==> config.mk <==
export PLATFORM = sky130hd
export DESIGN_NAME = thbs_fifo
export DESIGN_NICKNAME = d
export VERILOG_FILES = /design/src/rtl/thbs_fifo.sv
export SDC_FILE = /design/constraint.sdc
export NUM_CORES = 1
export LEC_CHECK = 0
export ABC_AREA = 0
export BUFFER_PORTS_ARGS = -buffer_cell sky130_fd_sc_hd__buf_2
export CAP_MARGIN = 20
export CORE_MARGIN = 5
export CORE_UTILIZATION = 40
export DETAILED_ROUTE_END_ITERATION = 10
export PLACE_DENSITY = 0.64
export SLEW_MARGIN = 10
export SYNTH_ARGS = -nofsm -noshare
export SYNTH_HDL_FRONTEND = slang
export SYNTH_SLANG_ARGS = --single-unit
export TNS_END_PERCENT = 5
==> constraint.sdc <==
create_clock -name clk -period 1.35 [get_ports clk]
set_clock_uncertainty 0.1 [all_clocks]
set_input_delay 0.0675 -clock clk [delete_from_list [all_inputs] [get_ports clk]]
set_output_delay 0.0675 -clock clk [all_outputs]
set_load 0.01 [all_outputs]
==> src/rtl/thbs_fifo.sv <==
// thbs_fifo: short command queue between the front end and the back end.
// Depends on nothing but its parameters.
module thbs_fifo #(
  parameter int W     = 8,
  parameter int DEPTH = 2
) (
  input  logic         clk,
  input  logic         rst,
  input  logic         push,
  input  logic [W-1:0] push_data,
  output logic         full,
  input  logic         pop,
  output logic [W-1:0] pop_data,
  output logic         empty
);

  localparam int PW = (DEPTH > 1) ? $clog2(DEPTH) : 1;
  localparam int CW = $clog2(DEPTH + 1);

  logic [W-1:0]  mem [DEPTH];
  logic [PW-1:0] wr_ptr;
  logic [PW-1:0] rd_ptr;
  logic [CW-1:0] count;

  assign full     = (count == CW'(DEPTH));
  assign empty    = (count == '0);
  assign pop_data = mem[rd_ptr];

  always_ff @(posedge clk) begin
    if (push) begin
      mem[wr_ptr] <= push_data;
    end
  end

  always_ff @(posedge clk) begin
    if (rst) begin
      wr_ptr <= '0;
      rd_ptr <= '0;
      count  <= '0;
    end else begin
      if (push) begin
        wr_ptr <= (wr_ptr == PW'(DEPTH - 1)) ? '0 : wr_ptr + PW'(1);
      end
      if (pop) begin
        rd_ptr <= (rd_ptr == PW'(DEPTH - 1)) ? '0 : rd_ptr + PW'(1);
      end
      if (push && !pop) begin
        count <= count + CW'(1);
      end else if (pop && !push) begin
        count <= count - CW'(1);
      end
    end
  end

endmodule

==> key figures, run 1 <==
Cells and area
  • Commonest non-fill, non-tap cell in the layout: edfxtp_1
  • Diodes inserted: 0
  • Final Util: 60.68%
  • Final net count: 98
  • Commonest non-fill, non-tap cells in the layout: 16 x edfxtp_1, 13 x buf_2, 11 x dlygate4sd3_1
  • Area delta synth->final: 48.88%
  • Non-filler cells, final: 111
  • Fraction of layout cells with a size suffix above 1: 44.05%

Floorplanning
  • Core Box Area: 0.001922 mm²
  • Initial core utilization: 40.76%
  • Die outline area: 0.002943 mm²
  • # rows: 16
  • Chip height: 54.25 µm
  • IO Pins: 22
  • Die X: 54.25 µm

Pwr
  • Peak VDD IR: 0.0007943 V
  • Pint: 0.001031 W
  • Switching share of power: 21.94%
  • Clk network pwr share: 21.1%
  • P_leak: 0.4911 nW
  • Final Total Pwr: 0.001320 W
  • Seq pwr share: 59.1%
  • Comb power frac: 19.8%
  • Pwr/cell area: 1132 mW/mm²
  • Switch Pwr: 0.0002896 W

GRT
  • Vias in the first global route: 451
  • Gr ovfl total: 0
  • Largest net degree at the start of global routing: 12
  • Global-route wire length before repair: 1731 µm
  • All-Layer GR Usage: 8.492%
  • Initial antenna violation count: 0

Worst hold path
  • Min-Delay Endpoint: count[0]
  • Hold depth: 4
  • Min-delay src: push
  • Hold crit path type: in2reg

Clock tree
  • Worst skew pair latency: 280 ps
  • CTS Sinks: 21
  • Clock transition at the registers of the reported paths: 110 ps
  • Post-CTS Setup Inserts: 0
  • Num CTS Buffers: 3
  • H-tree lvl count: 1
  • Root Driver: clkbuf_4
  • Clock buffer depth: 2
  • TritonCTS clock tree: yes

Route
  • DR iter-0 viols: 6
  • Final WL: 1247 µm
  • Length of the first detailed-routing pass in iterations: 3
  • ANT nets after route: 0
  • Drt wl/cell: 11.23 µm
  • Vias per Instance: 4.432
  • Via count: 492
  • Drt drc: 0

STA
  • RSZ-0062 raised after global routing: yes
  • Slew headroom: 74.37%
  • Final worst path period share: 99.62%
  • Final setup violation count: 0
  • Achievable frequency: 0.7436 GHz
  • Final Hold Viols: 0
  • Slew Viols, Final: 0
  • Slew @ Worst Pin: 384.4 ps
  • Final min period: 1345 ps

Place
  • Placer Congestion: 0.6336
  • Inst Count DP: 95
  • Final HPWL DP: 788.9 µm
  • IO Port Bufs: 21

Logic synthesis
  • Flops & latches, synth: 21
  • Largest family of logic cells by synthesized area: multiplexers
  • Mux cell area share after synthesis: 11.50%
  • Area fraction in compound gates after synthesis: 1.278%
  • Sequential area share after synthesis: 74.12%
  • Mapped Area: 783.3 µm²
  • Post-Synth Adder-Cell Area: 1.597%
  • Mean area per synthesized cell: 16.66 µm²
  • Syn Inst Count: 47
  • Synthesized-area fraction occupied by and/or/nand/nor cells: 5.911%
  • Post-Syn Nets: 60
  • Post-synth cell types: 15
  • Synthesis Warnings: 0
  • XOR/XNOR share of the synthesized area: 4.473%

Setup path
  • Reg2Reg Depth: 3
  • Startpoint type of the worst setup path: register
  • Reg-to-reg slack, setup: 40 ps
  • WP data required: 1180 ps
  • Crit path DAT: 1180 ps
  • CP Class: reg2out
  • Worst-path fanout max: 8
  • Launch point of the worst reg-to-reg path: rd_ptr
  • CP endpoint kind: primary output

Job
  • Number of max-cap violations: 0

Status
  • Run status: finished clean
[power groups by stage]
stage	registers, W	logic (W)	clock network, W
after detailed placement	0.000789	0.000174	0
after global placement	0.000786	0.000172	0
after floorplan	0.000775	0.000114	0
after CTS	0.000774	0.000212	0.000290
final	0.000780	0.000262	0.000279
after global routing	0.000786	0.000280	0.000323
[routing by layer]
layer | global-route usage [%] | vias to the layer above | wire (µm)
li1 | - | 243 | -
met1 | 9.075 | 235 | 528
met2 | 15.34 | 12 | 644
met3 | 2.452 | 2 | 66
met4 | 3.734 | 0 | 7
met5 | 0 | - | 0
[cell type report]
class                   count  area [µm²]
well taps                  27       33.78
inverters                   1       3.754
flip-flops and latches     21       585.6
clock buffers               4       26.28
repair buffers             34       285.3
fillers                   164       755.7
multi-input cells          24       231.5
[cell usage after synthesis (all sizes together)]
| library cell | count | area [µm²] |
|---|---|---|
| edfxtp | 16 | 480.5 |
| mux2 | 8 | 90.09 |
| dfxtp | 5 | 100.1 |
| nor2 | 5 | 18.77 |
| xnor2 | 2 | 17.52 |
| xor2 | 2 | 17.52 |
| a21oi | 1 | 5.000 |
| and2 | 1 | 6.260 |
| and2b | 1 | 8.760 |
| buf | 1 | 5.000 |
| ha | 1 | 12.51 |
| inv | 1 | 3.750 |
| nor2b | 1 | 6.260 |
| o21ai | 1 | 5.000 |
| or3 | 1 | 6.260 |
[stage by stage]
stage | hold slack (ps) | setup TNS [ps] | worst slack (ps) | instance area, µm²
after CTS | 137.8 | -147.5 | -22.61 | 1081
final | 143.1 | 0 | 5.132 | 1166
after detailed placement | 159.1 | 0 | 138.8 | 924.6
after floorplan | 36.57 | 0 | 162.3 | 783.3
after global routing | 149.9 | -356.3 | -50.67 | 1166
after global placement | 155.6 | 0 | 145.9 | 924.6
[how the worst max path moves through the flow]
stage | from | end | slack, ps | depth (start not counted)
after floorplan | wr_ptr | mem[0][0] | 160 | 1
after global placement | register | pop_data[6] | 150 | 2
after detailed placement | register | pop_data[0] | 140 | 2
after CTS | register | pop_data[0] | -20 | 2
after global routing | register | pop_data[5] | -50 | 2
final | register | pop_data[5] | 5 | 2
[flip-flops by register name (all words and copies together) (netlist names), named ones only]
signal,count
count,2
mem,16
rd_ptr,1
wr_ptr,1
[worst max-delay path, stage by stage, from the launching register on]
cell	delay (ps)
dfxtp_4	450
mux2_4	320
buf_6	120
[cells by family after synthesis]
group | count (synthesis)
compound gates | 2
xor+xnor | 4
fa+ha+maj | 1
buf+inv | 2
flops | 21
mux | 8
simple gates | 9
[timing repair]
item	CTS	global route
endpoints found under the setup margin	8	10
endpoints found under the hold margin	21	0
resized for setup	3	18
hold buffers	12	0
No activity file was read; power rests on OpenSTA's default activity.
==> run 2, diff against run 1 <==
--- a/config.mk
+++ b/config.mk
@@ -6,12 +6,12 @@
 export NUM_CORES = 1
 export LEC_CHECK = 0
 export ABC_AREA = 0
-export BUFFER_PORTS_ARGS = -buffer_cell sky130_fd_sc_hd__buf_2
 export CAP_MARGIN = 20
 export CORE_MARGIN = 5
 export CORE_UTILIZATION = 40
 export DETAILED_ROUTE_END_ITERATION = 10
-export PLACE_DENSITY = 0.64
+export DONT_BUFFER_PORTS = 1
+export PLACE_DENSITY = 0.54
 export SLEW_MARGIN = 10
 export SYNTH_ARGS = -nofsm -noshare
 export SYNTH_HDL_FRONTEND = slang
==> run 2 against run 1 <==
Against the previous run: clock power increased by 3%; sequential power shrank 0.5%; sequential share of layout area up 10 points; largest cell class unchanged; register-to-register slack better by 120 ps; critical endpoint is now pop_data[7]; global-route usage grew 1.3 points.
==> key figures, run 2 (synthesis results as in run 1) <==
Status
  • Run status: finished clean (unchanged)

Place
  • IO Port Bufs: 0 (was 21)
  • DP Area: 827.0 µm² (was 924.6 µm²)
  • Inst Count DP: 75 (was 95)
  • Final HPWL DP: 965.5 µm (was 788.9 µm)
  • Placer Congestion: 0.6380 (was 0.6336)

Route
  • Drt wl/cell: 14.38 µm (was 11.23 µm)
  • Drt drc: 0 (unchanged)
  • DR iter-0 viols: 3 (was 6)
  • Final WL: 1294 µm (was 1247 µm)
  • Vias per Instance: 4.589 (was 4.432)
  • Via count: 413 (was 492)
  • ANT nets after route: 0 (unchanged)
  • Length of the first detailed-routing pass in iterations: 2 (was 3)

Floorplanning
  • Core Box Area: 0.001922 mm² (unchanged)
  • IO Pins: 22 (unchanged)
  • Die outline area: 0.002943 mm² (unchanged)
  • Initial core utilization: 40.76% (unchanged)
  • # rows: 16 (unchanged)
  • Die X: 54.25 µm (unchanged)
  • Chip height: 54.25 µm (unchanged)

GRT
  • All-Layer GR Usage: 9.780% (was 8.492%)
  • GR Util met3: 2.180% (was 2.452%)
  • Met1 usage: 9.649% (was 9.075%)
  • Gr ovfl total: 0 (unchanged)
  • GR peak layer: met2 (unchanged)
  • Initial antenna violation count: 0 (unchanged)
  • Global-route wire length before repair: 1987 µm (was 1731 µm)
  • Grt met2 use: 18.73% (was 15.34%)
  • Vias in the first global route: 452 (was 451)
  • Largest net degree at the start of global routing: 12 (unchanged)

Clock tree
  • Num CTS Buffers: 3 (unchanged)
  • Post-CTS Setup Inserts: 0 (unchanged)
  • TritonCTS clock tree: yes (unchanged)
  • H-tree lvl count: 1 (unchanged)
  • Worst skew pair latency: 290 ps (was 280 ps)
  • Clock transition at the registers of the reported paths: 110 ps (about the same)
  • Clock buffer depth: 2 (unchanged)
  • CTS Sinks: 21 (unchanged)
  • Root Driver: clkbuf_4 (unchanged)

STA
  • TNS Setup: 0 ps (unchanged)
  • Slew @ Worst Pin: 366.3 ps (was 384.4 ps)
  • Final worst path period share: 94.24% (was 99.62%)
  • Hold Slack: 15.74 ps (was 143.1 ps)
  • Final min period: 1272 ps (was 1345 ps)
  • Final setup violation count: 0 (unchanged)
  • Slew Viols, Final: 0 (unchanged)
  • Achievable frequency: 0.7860 GHz (was 0.7436 GHz)
  • RSZ-0062 raised after global routing: no (was yes)
  • Final Hold Viols: 0 (unchanged)
  • Slew headroom: 75.58% (was 74.37%)

Pwr
  • P_leak: 0.3456 nW (was 0.4911 nW)
  • Switching share of power: 22.82% (was 21.94%)
  • Comb power frac: 13.1% (was 19.8%)
  • Final Total Pwr: 0.001223 W (was 0.001320 W)
  • Switch Pwr: 0.0002790 W (was 0.0002896 W)
  • Seq pwr share: 63.5% (was 59.1%)
  • Peak VDD IR: 0.0007110 V (was 0.0007943 V)
  • Pwr/cell area: 1264 mW/mm² (was 1132 mW/mm²)
  • Pint: 0.0009436 W (was 0.001031 W)
  • Clk network pwr share: 23.4% (was 21.1%)

Cells and area
  • Final instance area: 967.2 µm² (was 0.001166 mm²)
  • Area delta synth->final: 23.48% (was 48.88%)
  • Commonest non-fill, non-tap cells in the layout: 16 x edfxtp_1, 11 x dlygate4sd3_1, 8 x mux2_2 (was 16 x edfxtp_1, 13 x buf_2, 11 x dlygate4sd3_1)
  • Largest register FFs: 16 (unchanged)
  • Commonest non-fill, non-tap cell in the layout: edfxtp_1 (unchanged)
  • Diodes inserted: 0 (unchanged)
  • Fraction of layout cells with a size suffix above 1: 23.81% (was 44.05%)
  • Fill cells: 176 (was 164)
  • Non-filler cells, final: 90 (was 111)
  • Top Registers: mem x16, count x2 (unchanged)
  • Final net count: 77 (was 98)
  • Largest Register: mem (unchanged)

Worst hold path
  • Hold crit path type: in2reg (unchanged)
  • Hold depth: 3 (was 4)

Setup path
  • CP endpoint kind: primary output (unchanged)
  • Reg-to-reg slack, setup: 160 ps (was 40 ps)
  • Stages on the worst setup path: 1 (was 2)
  • WP data required: 1180 ps (about the same)
  • Worst-path fanout max: 8 (unchanged)
  • Buffers and inverters on the worst path: 0 (was 1)
  • Max incr delay on CP: 430 ps (was 450 ps)
  • CP top delay family: flip-flops (unchanged)
  • CP Class: reg2out (unchanged)
  • Crit path DAT: 1100 ps (was 1180 ps)
  • Reg2Reg Depth: 1 (was 3)
  • CP max-delay cell: dfxtp_4 (unchanged)
  • Crit path cell chain: mux2_2 (was mux2_4 -> buf_6)
  • Startpoint type of the worst setup path: register (unchanged)

Job
  • Number of max-cap violations: 0 (unchanged)
[run 2: path summary, 6_finish.rpt]
kind / from / to
min reg2reg: rd_ptr / rd_ptr
max: register / pop_data[7]
max reg2reg: wr_ptr / mem[1][0]
min: push / count[0]
[run 2: power by group through the flow]
stage               logic, W  registers [W]  clock network, W
floorplan           0.000114       0.000775                 0
detailed placement  0.000133       0.000792                 0
finish              0.000160       0.000776          0.000287
global route        0.000175       0.000783          0.000322
global placement    0.000126       0.000786                 0
CTS                 0.000164       0.000778          0.000300
[run 2: layout make-up]
cell class / count / area [µm²] / area share, %
multi-input cells: 24 / 193.9 / 20.05
repair buffers: 13 / 125.1 / 12.94
clock buffers: 4 / 26.28 / 2.717
flip-flops and latches: 21 / 584.3 / 60.41
well taps: 27 / 33.78 / 3.493
inverters: 1 / 3.754 / 0.3881
[run 2: metrics by stage]
stage                     setup WS, ps  util (%)
after floorplan                  162.3         -
after global placement           198.4     43.03
after detailed placement         171.4     43.03
after CTS                        1.602     50.20
after global routing             22.65     50.33
final                            77.78     50.33
[run 2: repair_timing]
| item | CTS | global route |
|---|---|---|
| setup endpoints to repair | 8 | 8 |
| endpoints found under the hold margin | 21 | 0 |
| hold buffers | 11 | 0 |
| resized for setup | 1 | 1 |
[run 2: per-layer routing]
| layer | vias up | wire [µm] |
|---|---|---|
| li1 | 201 | - |
| met1 | 199 | 517 |
| met2 | 13 | 702 |
| met3 | 0 | 75 |
| met4 | 0 | 0 |
| met5 | - | 0 |
==> run 3, diff against run 2 <==
--- a/config.mk
+++ b/config.mk
@@ -9,6 +9,7 @@
 export CAP_MARGIN = 20
 export CORE_MARGIN = 5
 export CORE_UTILIZATION = 40
+export CTS_BUF_LIST = sky130_fd_sc_hd__clkbuf_16
 export DETAILED_ROUTE_END_ITERATION = 10
 export DONT_BUFFER_PORTS = 1
 export PLACE_DENSITY = 0.54
==> run 3 against run 2 <==
Against the previous run: via count grew 1.9%; highest routed layer is now met4; combinational power barely moved; non-clock buffer count is the same; clock-buffer cell count decreased by 1; largest cell class unchanged.
==> key figures, run 3 (synthesis results as in run 1) <==
Status
  • Run status: finished clean (unchanged)

Floorplanning
  • Initial core utilization: 40.76% (unchanged)
  • Die outline area: 0.002943 mm² (unchanged)
  • IO Pins: 22 (unchanged)
  • Die X: 54.25 µm (unchanged)
  • # rows: 16 (unchanged)
  • Core Box Area: 0.001922 mm² (unchanged)
  • Chip height: 54.25 µm (unchanged)

Pwr
  • Seq pwr share: 50.9% (was 63.5%)
  • Peak VDD IR: 0.0008866 V (was 0.0007110 V)
  • Switch Pwr: 0.0003073 W (was 0.0002790 W)
  • Clk network pwr share: 38.6% (was 23.4%)
  • Switching share of power: 20.06% (was 22.82%)
  • Pint: 0.001224 W (was 0.0009436 W)
  • Pwr/cell area: 1506 mW/mm² (was 1264 mW/mm²)
  • Comb power frac: 10.6% (was 13.1%)
  • P_leak: 0.3726 nW (was 0.3456 nW)

Setup path
  • Startpoint type of the worst setup path: register (unchanged)
  • CP max-delay cell: dfxtp_2 (was dfxtp_4)
  • WP data required: 1180 ps (about the same)
  • Crit path DAT: 1080 ps (was 1100 ps)
  • Worst-path fanout max: 8 (unchanged)
  • CP top delay family: flip-flops (unchanged)
  • CP endpoint kind: primary output (unchanged)
  • Max incr delay on CP: 440 ps (was 430 ps)
  • Buffers and inverters on the worst path: 0 (unchanged)
  • Crit path cell chain: mux2_2 (unchanged)
  • CP Class: reg2out (unchanged)

Clock tree
  • Num CTS Buffers: 3 (unchanged)
  • CTS Sinks: 21 (unchanged)
  • TritonCTS clock tree: yes (unchanged)
  • H-tree lvl count: 1 (unchanged)
  • Root Driver: clkbuf_16 (was clkbuf_4)
  • Post-CTS Setup Inserts: 0 (unchanged)
  • Clock buffer depth: 2 (unchanged)
  • Clock transition at the registers of the reported paths: 50 ps (was 110 ps)
  • Worst skew pair latency: 250 ps (was 290 ps)

Cells and area
  • Final Util: 52.93% (was 50.33%)
  • Fill cells: 167 (was 176)
  • Diodes inserted: 0 (unchanged)
  • Commonest non-fill, non-tap cell in the layout: edfxtp_1 (unchanged)
  • Commonest non-fill, non-tap cells in the layout: 16 x edfxtp_1, 11 x dlygate4sd3_1, 8 x mux2_2 (unchanged)
  • Top Registers: mem x16, count x2 (unchanged)
  • Area delta synth->final: 29.87% (was 23.48%)
  • Largest register FFs: 16 (unchanged)
  • Final net count: 77 (unchanged)
  • Largest Register: mem (unchanged)
  • Fraction of layout cells with a size suffix above 1: 23.81% (unchanged)

Place
  • IO Port Bufs: 0 (unchanged)
  • Final HPWL DP: 965.5 µm (unchanged)
  • Placer Congestion: 0.6380 (unchanged)

STA
  • Slew Viols, Final: 0 (unchanged)
  • Final setup violation count: 0 (unchanged)
  • TNS Setup: 0 ps (unchanged)
  • Slew @ Worst Pin: 368.9 ps (was 366.3 ps)
  • RSZ-0062 raised after global routing: no (unchanged)
  • Achievable frequency: 0.8017 GHz (was 0.7860 GHz)
  • Hold Slack: 71.73 ps (was 15.74 ps)
  • Slew headroom: 75.41% (was 75.58%)
  • Final worst path period share: 92.40% (was 94.24%)
  • Final min period: 1247 ps (was 1272 ps)
  • Final Hold Viols: 0 (unchanged)

Route
  • DR iter-0 viols: 6 (was 3)
  • Via count: 421 (was 413)
  • Drt wl/cell: 14.68 µm (was 14.38 µm)
  • Vias per Instance: 4.678 (was 4.589)
  • ANT nets after route: 0 (unchanged)
  • Final WL: 1321 µm (was 1294 µm)
  • Length of the first detailed-routing pass in iterations: 4 (was 2)
  • Drt drc: 0 (unchanged)

Worst hold path
  • Hold crit path type: in2reg (unchanged)

GRT
  • Global-route wire length before repair: 2007 µm (was 1987 µm)
  • All-Layer GR Usage: 10.07% (was 9.780%)
  • Vias in the first global route: 448 (was 452)
  • Gr ovfl total: 0 (unchanged)
  • Initial antenna violation count: 0 (unchanged)
  • Largest net degree at the start of global routing: 12 (unchanged)

Job
  • Number of max-cap violations: 0 (unchanged)
[run 3: cell types whose count changed in the layout (fill, tap and decap cells not counted), sizes merged]
cell    before  now
clkbuf       4    3
inv          1    2
[run 3: area by class of cell]
cell class	instances	area (µm²)	area share, %
sequential	21	581.8	57.20
tap	27	33.78	3.321
clock buffer	3	75.07	7.380
inverter	1	3.754	0.3690
timing repair buffer	13	125.1	12.30
multi-input combinational	24	193.9	19.07
clock inverter	1	3.754	0.3690
[run 3: final timing paths]
kind,startpoint,end,slack (ps),depth (start not counted)
worst max-delay path,register,pop_data[7],100,1
worst min register to register,rd_ptr,rd_ptr,440,2
worst min-delay path,push,count[0],70,3
worst max register to register,wr_ptr,mem[1][0],150,1
[run 3: layer usage]
| layer | wire length, µm | part of all wire [%] | GRT usage, % | vias to the layer above |
|---|---|---|---|---|
| met5 | 0 | 0 | 0 | - |
| met4 | 17 | 1.3 | 6.224 | 0 |
| met3 | 84 | 6.4 | 2.452 | 2 |
| met2 | 693 | 52 | 19.32 | 14 |
| met1 | 526 | 40 | 9.298 | 200 |
| li1 | - | - | - | 205 |
[run 3: power groups by stage]
stage	clock [W]	combinational [W]	sequential [W]
global route	0.000630	0.000175	0.000784
detailed placement	0	0.000133	0.000792
floorplan	0	0.000114	0.000775
global placement	0	0.000126	0.000786
CTS	0.000606	0.000164	0.000780
finish	0.000590	0.000162	0.000779
[run 3: through the flow]
step / cell area, µm² / instances / power (W) / setup WS (ps)
final: 1017 / 90 / 0.001531 / 102.6
after global routing: 1017 / 90 / 0.001590 / 50.72
after CTS: 1017 / 90 / 0.001549 / 78.11
after detailed placement: 827.0 / 75 / 0.0009249 / 171.4
after global placement: 827.0 / 75 / 0.0009125 / 198.4
after floorplan: 783.3 / 47 / 0.0008891 / 162.3
[run 3: repair_timing]
action,in CTS,in global routing
hold buffers,11,0
resized for setup,1,0
hold endpoints to repair,21,0
setup endpoints to repair,8,0
