## src/rtl/thbs_pkg.sv

```systemverilog
// thbs_pkg: types, constants and codes shared by the tiled heightmap sampler.
// No dependencies; the files that use it refer to it by scoped names.
package thbs_pkg;

  localparam int TILE_SLOTS_DEF = 4;
  localparam int MAX_DIM_DEF    = 64;
  localparam int FIFO_DEPTH     = 2;

  localparam int KIND_W    = 3;
  localparam int COORD_W   = 40;
  localparam int ELEV_W    = 24;
  localparam int KEY_W     = 32;
  localparam int DIM_W     = 7;
  localparam int IDX_W     = 2 * DIM_W;
  localparam int EDGE_W    = 16;
  localparam int ORIGIN_W  = 39;
  localparam int POS_W     = 41;
  localparam int DEN_W     = 24;
  localparam int FRAC_W    = 16;
  localparam int PIX_W     = DIM_W + FRAC_W;
  localparam int WEIGHT_W  = 33;
  localparam int ACC_W     = 58;
  localparam int STATUS_W  = 2;
  localparam int IN_DATA_W = 208;
  localparam int OUT_DATA_W = 32;
  localparam int CFG_DATA_W = 64;
  localparam int CFG_ADDR_W = 5;

  localparam logic [EDGE_W-1:0] TILE_EDGE_RESET = 16'd1000;

  localparam logic [KIND_W-1:0] KIND_QUERY    = 3'd0;
  localparam logic [KIND_W-1:0] KIND_OPEN     = 3'd1;
  localparam logic [KIND_W-1:0] KIND_WRITE    = 3'd2;
  localparam logic [KIND_W-1:0] KIND_UNLOAD   = 3'd3;
  localparam logic [KIND_W-1:0] KIND_PRESENCE = 3'd4;

  localparam logic [STATUS_W-1:0] STATUS_OK      = 2'd0;
  localparam logic [STATUS_W-1:0] STATUS_FULL    = 2'd1;
  localparam logic [STATUS_W-1:0] STATUS_NO_FILL = 2'd2;

  localparam logic [1:0] REG_TILE_EDGE  = 2'd0;
  localparam logic [1:0] REG_EAST_BASE  = 2'd1;
  localparam logic [1:0] REG_NORTH_BASE = 2'd2;

  typedef enum logic [2:0] {
    OP_NOP,
    OP_QUERY,
    OP_OPEN,
    OP_WRITE,
    OP_UNLOAD,
    OP_PRESENCE
  } op_t;

  typedef struct packed {
    op_t               op;
    logic [COORD_W-1:0] coord_x;
    logic [COORD_W-1:0] coord_z;
    logic [ELEV_W-1:0]  default_elevation;
    logic [KEY_W-1:0]   tile_col;
    logic [KEY_W-1:0]   tile_row;
    logic [DIM_W-1:0]   tile_width;
    logic [DIM_W-1:0]   tile_height;
    logic [ELEV_W-1:0]  height_sample;
  } cmd_t;

  typedef struct packed {
    logic [STATUS_W-1:0] status;
    logic                tile_found;
    logic [ELEV_W-1:0]   elevation;
  } result_t;

  typedef struct packed {
    logic [EDGE_W-1:0]   tile_edge;
    logic [ORIGIN_W-1:0] east_base;
    logic [ORIGIN_W-1:0] north_base;
  } cfg_t;

endpackage

```

## src/rtl/thbs_front.sv

```systemverilog
// thbs_front: takes stream transactions, decodes the kind and clamps tile sizes.
// Depends on thbs_pkg; feeds thbs_fifo.
module thbs_front #(
  parameter int MAX_DIM = thbs_pkg::MAX_DIM_DEF
) (
  input  logic                             s_axis_tvalid,
  output logic                             s_axis_tready,
  // x[39:0] z[79:40] default[103:80] col[135:104] row[167:136]
  // width[174:168] height[181:175] sample[205:182], zero pad above
  input  logic [thbs_pkg::IN_DATA_W-1:0]   s_axis_tdata,
  // kind[2:0]
  input  logic [thbs_pkg::KIND_W-1:0]      s_axis_tuser,
  input  logic                             full,
  output logic                             push,
  output thbs_pkg::cmd_t                   cmd
);

  function automatic logic [thbs_pkg::DIM_W-1:0] clamp_dim(
    input logic [thbs_pkg::DIM_W-1:0] v
  );
    logic [thbs_pkg::DIM_W-1:0] r;
    r = v;
    if (v == '0) begin
      r = thbs_pkg::DIM_W'(1);
    end else if (int'(v) > MAX_DIM) begin
      r = thbs_pkg::DIM_W'(MAX_DIM);
    end
    return r;
  endfunction

  assign s_axis_tready = !full;
  assign push          = s_axis_tvalid && !full;

  always_comb begin
    case (s_axis_tuser)
      thbs_pkg::KIND_QUERY:    cmd.op = thbs_pkg::OP_QUERY;
      thbs_pkg::KIND_OPEN:     cmd.op = thbs_pkg::OP_OPEN;
      thbs_pkg::KIND_WRITE:    cmd.op = thbs_pkg::OP_WRITE;
      thbs_pkg::KIND_UNLOAD:   cmd.op = thbs_pkg::OP_UNLOAD;
      thbs_pkg::KIND_PRESENCE: cmd.op = thbs_pkg::OP_PRESENCE;
      default:                 cmd.op = thbs_pkg::OP_NOP;
    endcase
    cmd.coord_x           = s_axis_tdata[39:0];
    cmd.coord_z           = s_axis_tdata[79:40];
    cmd.default_elevation = s_axis_tdata[103:80];
    cmd.tile_col          = s_axis_tdata[135:104];
    cmd.tile_row          = s_axis_tdata[167:136];
    cmd.tile_width        = clamp_dim(s_axis_tdata[174:168]);
    cmd.tile_height       = clamp_dim(s_axis_tdata[181:175]);
    cmd.height_sample     = s_axis_tdata[205:182];
  end

endmodule

```

## config.mk

```make
export PLATFORM = sky130hd
export DESIGN_NAME = thbs_front
export DESIGN_NICKNAME = d
export VERILOG_FILES = /design/src/rtl/thbs_pkg.sv /design/src/rtl/thbs_front.sv
export SDC_FILE = /design/constraint.sdc
export NUM_CORES = 1
export LEC_CHECK = 0
export ABC_CLOCK_PERIOD_IN_PS = 800
export BUFFER_PORTS_ARGS = -buffer_cell sky130_fd_sc_hd__clkbuf_2
export CAP_MARGIN = 20
export CORE_AREA = 2 2 166 168
export DETAILED_ROUTE_END_ITERATION = 7
export DIE_AREA = 0 0 168 170
export GPL_TIMING_DRIVEN = 0
export PLACE_DENSITY_LB_ADDON = 0.1
export SLEW_MARGIN = 0
export SYNTH_ARGS = -nofsm -noshare
export SYNTH_HDL_FRONTEND = slang
export SYNTH_SLANG_ARGS = --single-unit
```

## constraint.sdc

```tcl
create_clock -name vclk -period 0.8
set_clock_uncertainty 0.15 [all_clocks]
set_input_delay 0.12 -clock vclk [all_inputs]
set_output_delay 0.12 -clock vclk [all_outputs]
set_load 0.03 [all_outputs]
```

==> results of run 1 <==
[through the flow]
| stage | TNS, ps | hold WS, ps | worst slack (ps) | instances |
|---|---|---|---|---|
| global route | -2280 | 353 | -581 | 794 |
| floorplan | -865 | 147 | -433 | 218 |
| detailed placement | -3350 | 351 | -606 | 789 |
| finish | -2060 | 350 | -546 | 794 |
| global placement | -3500 | 353 | -619 | 789 |
| CTS | -1840 | 350 | -571 | 789 |
[worst max-delay path, cell delays in order]
cell and delay, ps:
buf_6 90, or3_4 380, o41ai_4 250, clkbuf_8 230
[layout make-up]
| class | count | area (um2) |
|---|---|---|
| fill | 3042 | 22900 |
| timing repair buffer | 235 | 1500 |
| buffer | 194 | 1450 |
| tap | 341 | 427 |
| multi-input combinational | 23 | 320 |
| inverter | 1 | 3.75 |
[worst min-delay path by stage]
stage / to / slack [ps] / depth (start not counted)
floorplan: cmd[206] / 150 / 1
global placement: cmd[184] / 350 / 2
detailed placement: cmd[21] / 350 / 2
CTS: cmd[199] / 350 / 2
global route: cmd[56] / 350 / 2
finish: cmd[18] / 350 / 2
[power groups by stage]
stage          sequential [uW]  combinational [uW]  clock (uW)
2_1_floorplan                0                1990           0
3_3_place_gp                 0                2670           0
3_5_place_dp                 0                2650           0
4_1_cts                      0                2810           0
5_1_grt                      0                2990           0
6_report                     0                2870           0
[repair_timing]
item,4_1_cts,5_1_grt
gates resized for setup,60,36
hold endpoints to repair,0,0
setup buffers,0,5
pin swaps,2,1
endpoints found under the setup margin,18,18
[cells in the final DEF (no fill, tap or decap), types with 3 or more instances in the layout]
master / netlist / final
buf_6: 0 / 5
buf_8: 0 / 14
clkbuf_16: 0 / 3
nor2b_4: 0 / 11
buf_4: 192 / 193
clkbuf_2: 0 / 202
clkbuf_8: 0 / 7
[routing by layer]
metal  up-vias  global-route usage  routed length (um)
li1        940                   -                   -
met1       893              0.0323                1940
met2       227               0.113                5320
met3         2             0.00674                 915
met4         0             0.00265                  42
met5         -                   0                   0
[cells by family (layout without fill, tap and decap cells)]
group / count (synthesis) / count (layout) / share of synthesized area
xor+xnor: 1 / 1 / 0.00543
simple gates: 18 / 18 / 0.0667
compound gates: 4 / 4 / 0.0272
buf+inv: 195 / 430 / 0.901
==> key figures, run 1 <==
Detailed routing
  – Wire per inst: 10.4 um
  – Router iterations before antenna repair: 2
  – Routed wire length: 8220 um
  – Drt initial violations: 13
  – Final ANT Viol Nets: 0
  – Drt drc: 0
  – Via density: between 2 and 3
  – Total number of vias: 2062

Layout
  – Layout cells sized above 1: 0.989
  – Fin nets: 668
  – Non-Filler Cell Area, Final: approximately 0.0037 mm2
  – Util after Layout: 0.139
  – Area grow syn2layout: 129%
  – # clk buffers: 0
  – Reg area: 0 um2
  – Diodes inserted: 0
  – FF+latch count: 0

Flow run
  – Max Cap Viol: 0

Synth
  – Most common cell in the netlist: buf_4
  – Top post-synthesis cells by area: buf_4 89%, nor2b_1 4.3%, o41ai_2 2.0%, nand2b_1 1.2%, or3_1 0.78%
  – Seq/Total Area, Yosys: 0
  – Synth unique cells: 12
  – Syn Std Cell Area: between 0.0015 and 0.002 mm2
  – Syn_nets: 431
  – Mapped Cells: roughly 220
  – Most frequent cells after synthesis: 192 x buf_4, 11 x nor2b_1, 3 x nand2b_1
  – Synth warnings: 0
  – Syn avg cell area: between 7 and 8 um2
  – Biggest area consumer among synthesized cells: buf_4
  – Top-area cell type share of the netlist area: 0.894

Global routing
  – First-pass GRT wire length: approximately 10000 um
  – Congestion Overflow GR: 0
  – Vias in the first global route: about 1900
  – Largest net degree at the start of global routing: 9
  – GRT Total Usage: 0.0442
  – Initial antenna violation count: 0

Hold path
  – HP Class: primary input to primary output
  – Hold path startpoint: s_axis_tdata[200]

Die
  – Core footprint: approximately 0.027 mm2
  – Die Area: around 0.029 mm2
  – Die width: ~170 um
  – Top Ports: about 420
  – Chip height: about 170 um
  – Initial Util: 0.0605
  – Row cnt: 60

STA
  – Fin crit period: between 1000 and 1500 ps
  – Final setup fails: 9
  – PnR worst setup slack: -546 ps
  – Slew Limit Fails: 0
  – Least-Margin Pin Slew: approximately 290 ps
  – FMAX: 743 MHz
  – Final Hold Viols: 0
  – Tcrit/Tclk final: 1.68
  – Rel. slew slack: 0.808
  – RSZ-0062 raised after global routing: yes

Critical path
  – Worst setup path start: s_axis_tdata[169]
  – Crit path to: cmd[31]
  – Worst setup EP type: primary output
  – Worst-path fanout max: 2
  – Crit start category: primary input
  – WP data arrival: around 1100 ps
  – Crit path required time: about 530 ps
  – Crit Path Class: primary input to primary output

Placement
  – GP Congestion: 0.752
  – Post-detail-place hpwl: approximately 7800 um
  – Number of I/O port buffers: 230
  – Cell Area, Placed: ~0.0033 mm2

Status
  – Failing checks: setup timing
  – Status: finished, violations left

Power and ir drop
  – Leakage: around 0.0022 uW
  – Clk pwr share: 0
  – Sw frac: 0.570
  – Reg power frac: 0
  – Switching power: about 1600 uW
  – Worst vdd ir: 0.184 mV
  – Comb pwr share: 1.000
  – Internal: between 1000 and 1500 uW
  – Power per cell area: roughly 780 mW/mm2
  – Total power: 2870 uW

Clocking
  – Number of hold buffers added after cts: 0
Power figures use the tool's default switching activity.
==> inputs of run 2 (changes only) <==
- SETUP_SLACK_MARGIN: not set -> 0.02
==> run 2 against run 1 <==
Net effect:
- the flow still finishes with violations (setup timing)
- core utilization down 0.17 points
- non-clock buffer count down 3
- cell count down 0.38%
- sequential share of layout area unchanged
- hold slack about the same
- routed wire length down 0.90%
- maximum frequency up 3.5%
- via count down 0.58%
- first-iteration DRC count up 54%
- flip-flop and latch count unchanged
==> key figures, run 2 (same netlist as run 1, synthesis figures left out) <==
STA
  – Fin crit period: 1300 ps (-45.4 ps)
  – Tcrit/Tclk final: 1.63 (-0.0568)
  – FMAX: 769 MHz (+3.5%)
  – Final Hold Viols: 0 (unchanged)
  – Rel. slew slack: 0.838 (+0.0295)
  – Least-Margin Pin Slew: 243 ps (-44.1 ps)
  – RSZ-0062 raised after global routing: yes
  – PnR worst setup slack: -500 ps (+45.4 ps)
  – Final setup fails: 12 (+3)
  – Slew Limit Fails: 0 (unchanged)

Flow run
  – Max Cap Viol: 0 (unchanged)

Layout
  – Fin nets: 665 (-0.45%)
  – Diodes inserted: 0 (unchanged)
  – Reg area: 0 um2 (unchanged)
  – Area grow syn2layout: 127%
  – Layout cells sized above 1: 0.991 (+0.00215)
  – # clk buffers: 0 (unchanged)
  – Final non-filler cell total: 791 (-0.38%)
  – Commonest non-fill, non-tap cells in the layout: 205 x clkbuf_2, 194 x buf_4, 15 x buf_8
  – FF+latch count: 0 (unchanged)
  – Non-Filler Cell Area, Final: 0.00365 mm2 (-1.3%)
  – Commonest non-fill, non-tap cell in the layout: clkbuf_2

Hold path
  – HP Class: primary input to primary output
  – Hold path startpoint: s_axis_tdata[204]
  – Hold path endpoint: cmd[22]
  – Hold Crit Depth: 2 (unchanged)

Global routing
  – First-pass GRT wire length: 9780 um (-2.1%)
  – Congestion Overflow GR: 0 (unchanged)
  – GRT Total Usage: 0.0439 (-0.000296)
  – Vias in the first global route: 1801 (-5.5%)
  – Initial antenna violation count: 0 (unchanged)
  – Largest net degree at the start of global routing: 9 (unchanged)

Detailed routing
  – Routed wire length: 8150 um (-0.90%)
  – Final ANT Viol Nets: 0 (unchanged)
  – Via density: 2.59 (-0.20%)
  – Wire per inst: 10.3 um (-0.52%)
  – Drt initial violations: 20 (+7)
  – Total number of vias: 2050 (-0.58%)
  – Drt drc: 0 (unchanged)
  – Router iterations before antenna repair: 2 (unchanged)

Critical path
  – Worst setup EP type: primary output
  – Crit path required time: 530 ps (about the same)
  – Crit start category: primary input
  – Crit Path Class: primary input to primary output
  – Worst-path fanout max: 2 (unchanged)
  – WP data arrival: 1030 ps (-50 ps)

Power and ir drop
  – Worst vdd ir: 0.190 mV (+3.5%)
  – Leakage: 0.00214 uW (-0.96%)
  – Power per cell area: 775 mW/mm2 (about the same)

Placement
  – GP Congestion: 0.724 (-3.7%)
  – Post-detail-place hpwl: 7750 um (-0.18%)
  – Number of I/O port buffers: 230 (unchanged)
  – Placed cell count: 789 (unchanged)
  – Cell Area, Placed: 0.00326 mm2 (unchanged)

Die
  – Top Ports: 424 (unchanged)
  – Initial Util: 0.0605 (unchanged)
  – Die width: 168 um (unchanged)
  – Chip height: 170 um (unchanged)
  – Core footprint: 0.0267 mm2 (unchanged)
  – Die Area: 0.0286 mm2 (unchanged)
  – Row cnt: 60 (unchanged)

Status
  – Failing checks: setup timing
  – Status: finished, violations left

Clocking
  – Number of hold buffers added after cts: 0 (unchanged)
==> run 2: critical path, stage by stage <==
cell      delay (ps)
clkbuf_2         100
or3_4            380
o41ai_4          220
clkbuf_8         210
==> run 2: power by group <==
group          leakage [uW]  switching (uW)  internal, uW
clock network             0               0             0
logic               0.00214            1620          1220
registers                 0               0             0
total               0.00214            1620          1220
==> run 2: per-layer routing <==
| metal | global-route usage | vias up | share of wire |
|---|---|---|---|
| met5 | 0 | - | 0 |
| met4 | 0 | 0 | 0 |
| met3 | 0.00558 | 0 | 0.12 |
| met2 | 0.112 | 222 | 0.65 |
| met1 | 0.0334 | 893 | 0.23 |
| li1 | - | 935 | - |
==> run 2: worst max path at each step <==
stage | from | end | slack [ps] | depth (start not counted)
6_report | s_axis_tdata[172] | cmd[31] | -500 | 4
5_1_grt | s_axis_tdata[177] | cmd[24] | -540 | 4
4_1_cts | s_axis_tdata[172] | cmd[31] | -520 | 4
3_5_place_dp | s_axis_tdata[176] | cmd[24] | -560 | 4
3_3_place_gp | s_axis_tdata[176] | cmd[24] | -550 | 4
2_1_floorplan | s_axis_tdata[176] | cmd[24] | -430 | 2
==> run 2: final cells by class <==
cell class	instances	area, um2
repair buffers	232	1450
well taps	341	427
inverters	1	3.75
fillers	3045	23000
plain buffers	194	1460
multi-input cells	23	315
==> run 2: what timing repair did <==
item	in CTS	in global routing
endpoints found under the setup margin	18	18
cloned	0	0
gates resized for setup	59	31
setup buffers	0	2
pin swaps	1	1
==> run 2: metrics by stage <==
stage | setup TNS, ps | hold WS (ps) | power (uW) | setup WS (ps) | utilization
2_1_floorplan | -865 | 147 | 1990 | -433 | -
3_3_place_gp | -3430 | 354 | 2660 | -553 | 0.122
3_5_place_dp | -3310 | 351 | 2640 | -557 | 0.122
4_1_cts | -1400 | 350 | 2800 | -515 | 0.134
5_1_grt | -1970 | 353 | 2950 | -540 | 0.137
6_report | -1670 | 350 | 2830 | -500 | 0.137
==> inputs of run 3 (changes only) <==
- ABC_CLOCK_PERIOD_IN_PS: 800 -> 1500
- CAP_MARGIN: 20 -> 30
- CORE_AREA: 2 2 166 168 -> 2 2 165 167
- DIE_AREA: 0 0 168 170 -> 0 0 167 169
- clock period: 0.8 -> 1.5 ns (I/O delays scaled with it)
==> run 3 against run 2 <==
Net effect:
- combinational power fell by 51%
- count of clock-buffer cells in the layout did not move
- hold slack improved by 210 ps
- core utilization fell by 1.5 points
- power fell by 51%
- design area fell by 11%
- sequential share of layout area did not move
- the run still ends with setup timing left
- first-iteration DRC count fell by 70%
- cell count fell by 0.25%
==> key figures, run 3 (same netlist as run 1, synthesis figures left out) <==
Global routing
  – Largest net degree at the start of global routing: 9 (unchanged)
  – Vias in the first global route: 1775 (-1.4%)
  – Congestion Overflow GR: 0 (unchanged)
  – First-pass GRT wire length: 9440 um (-3.5%)
  – Initial antenna violation count: 0 (unchanged)
  – GRT Total Usage: 0.0425 (-0.00139)

Layout
  – Reg area: 0 um2 (unchanged)
  – Layout cells sized above 1: 0.951 (-0.0402)
  – Layout filler cell count: 3067 (+0.72%)
  – Fin nets: 663 (-0.30%)
  – Diodes inserted: 0 (unchanged)
  – Area grow syn2layout: 101%
  – Commonest non-fill, non-tap cells in the layout: 227 x clkbuf_2, 192 x buf_4, 11 x nor2b_1
  – # clk buffers: 0 (unchanged)
  – Final non-filler cell total: 789 (-0.25%)
  – Commonest non-fill, non-tap cell in the layout: clkbuf_2
  – Non-Filler Cell Area, Final: 0.00325 mm2 (-11%)
  – FF+latch count: 0 (unchanged)

Placement
  – Placed cell count: 789 (unchanged)
  – GP Congestion: 0.724 (about the same)
  – Worst slack at placement: -152 ps (+405 ps)
  – Cell Area, Placed: 0.00321 mm2 (-1.5%)
  – Number of I/O port buffers: 230 (unchanged)

Critical path
  – Crit path required time: 1120 ps (+590 ps)
  – WP data arrival: 1200 ps (+170 ps)
  – CP cell instances: clkbuf_2, or3_4, o41ai_4, clkbuf_8
  – Crit start category: primary input
  – Worst path slowest cell: or3_4
  – Crit Path Class: primary input to primary output
  – Worst setup EP type: primary output
  – Worst-path fanout max: 2 (unchanged)
  – CP peak stage delay: 390 ps (about the same)

Status
  – Status: finished, violations left
  – Failing checks: setup timing

Die
  – Die Area: 0.0282 mm2 (-1.2%)
  – Die width: 167 um (-0.60%)
  – Core footprint: 0.0265 mm2 (-0.56%)
  – Chip height: 169 um (-0.59%)
  – Row cnt: 60 (unchanged)
  – Initial Util: 0.0609 (+0.000343)
  – Top Ports: 424 (unchanged)

STA
  – Fin crit period: roughly 1600 ps
  – Least-Margin Pin Slew: 303 ps (+60.2 ps)
  – FMAX: approximately 630 MHz
  – Final Hold Viols: 0 (unchanged)
  – Setup TNS: -99.8 ps (+1570 ps)
  – Final setup fails: 2 (-10)
  – Slew Limit Fails: 0 (unchanged)
  – Tcrit/Tclk final: 1.05
  – PnR worst setup slack: -79.5 ps (+421 ps)
  – Rel. slew slack: 0.797 (-0.0403)
  – RSZ-0062 raised after global routing: yes

Detailed routing
  – Router iterations before antenna repair: 2 (unchanged)
  – Routed wire length: 7850 um (-3.6%)
  – Wire per inst: 9.95 um (-3.4%)
  – Drt initial violations: 6 (-70%)
  – Final ANT Viol Nets: 0 (unchanged)
  – Drt drc: 0 (unchanged)
  – Via density: 2.57 (-0.82%)
  – Total number of vias: 2028 (-1.1%)

Power and ir drop
  – Leakage: 0.00197 uW (-7.9%)
  – Worst vdd ir: 0.101 mV (-47%)
  – Power per cell area: 428 mW/mm2 (-45%)
  – Total power: 1390 uW (-51%)

Flow run
  – Max Cap Viol: 0 (unchanged)

Clocking
  – Number of hold buffers added after cts: 0 (unchanged)

Hold path
  – HP Class: primary input to primary output
-- run 3: worst max-delay path: cells and delay by family --
| family | cells | cell delay, ps |
|---|---|---|
| and+or+nand+nor | 1 | 390 |
| buffers and inverters | 2 | 320 |
| AOI/OAI and AO/OA | 1 | 270 |
-- run 3: what timing repair did --
| item | 4_1_cts | 5_1_grt |
|---|---|---|
| setup endpoints to repair | 2 | 2 |
| setup buffers | 0 | 0 |
| gates resized for setup | 6 | 1 |
-- run 3: power by group --
group / internal [uW] / switching [uW]
logic: 549 / 840
clock network: 0 / 0
registers: 0 / 0
-- run 3: through the flow --
stage	util	hold WS, ps
global placement	0.121	564
finish	0.123	560
global route	0.123	563
floorplan	-	401
CTS	0.122	561
detailed placement	0.121	561
-- run 3: area by class of cell --
class | count | area [um2] | area share
plain buffers | 194 | 1450 | 0.446
inverters | 1 | 3.75 | 0.00116
multi-input cells | 23 | 193 | 0.0593
well taps | 341 | 427 | 0.131
repair buffers | 230 | 1170 | 0.362
-- run 3: layer usage --
| layer | vias up | part of all wire | global-route usage |
|---|---|---|---|
| met5 | - | 0 | 0 |
| met4 | 0 | 0 | 0 |
| met3 | 0 | 0.13 | 0.00772 |
| met2 | 237 | 0.64 | 0.108 |
| met1 | 860 | 0.23 | 0.0312 |
| li1 | 931 | - | - |
-- run 3: path summary, 6_finish.rpt --
kind	start	end	slack [ps]	cells past startpoint
min	s_axis_tdata[112]	cmd[78]	560	2
max	s_axis_tdata[176]	cmd[24]	-80	4
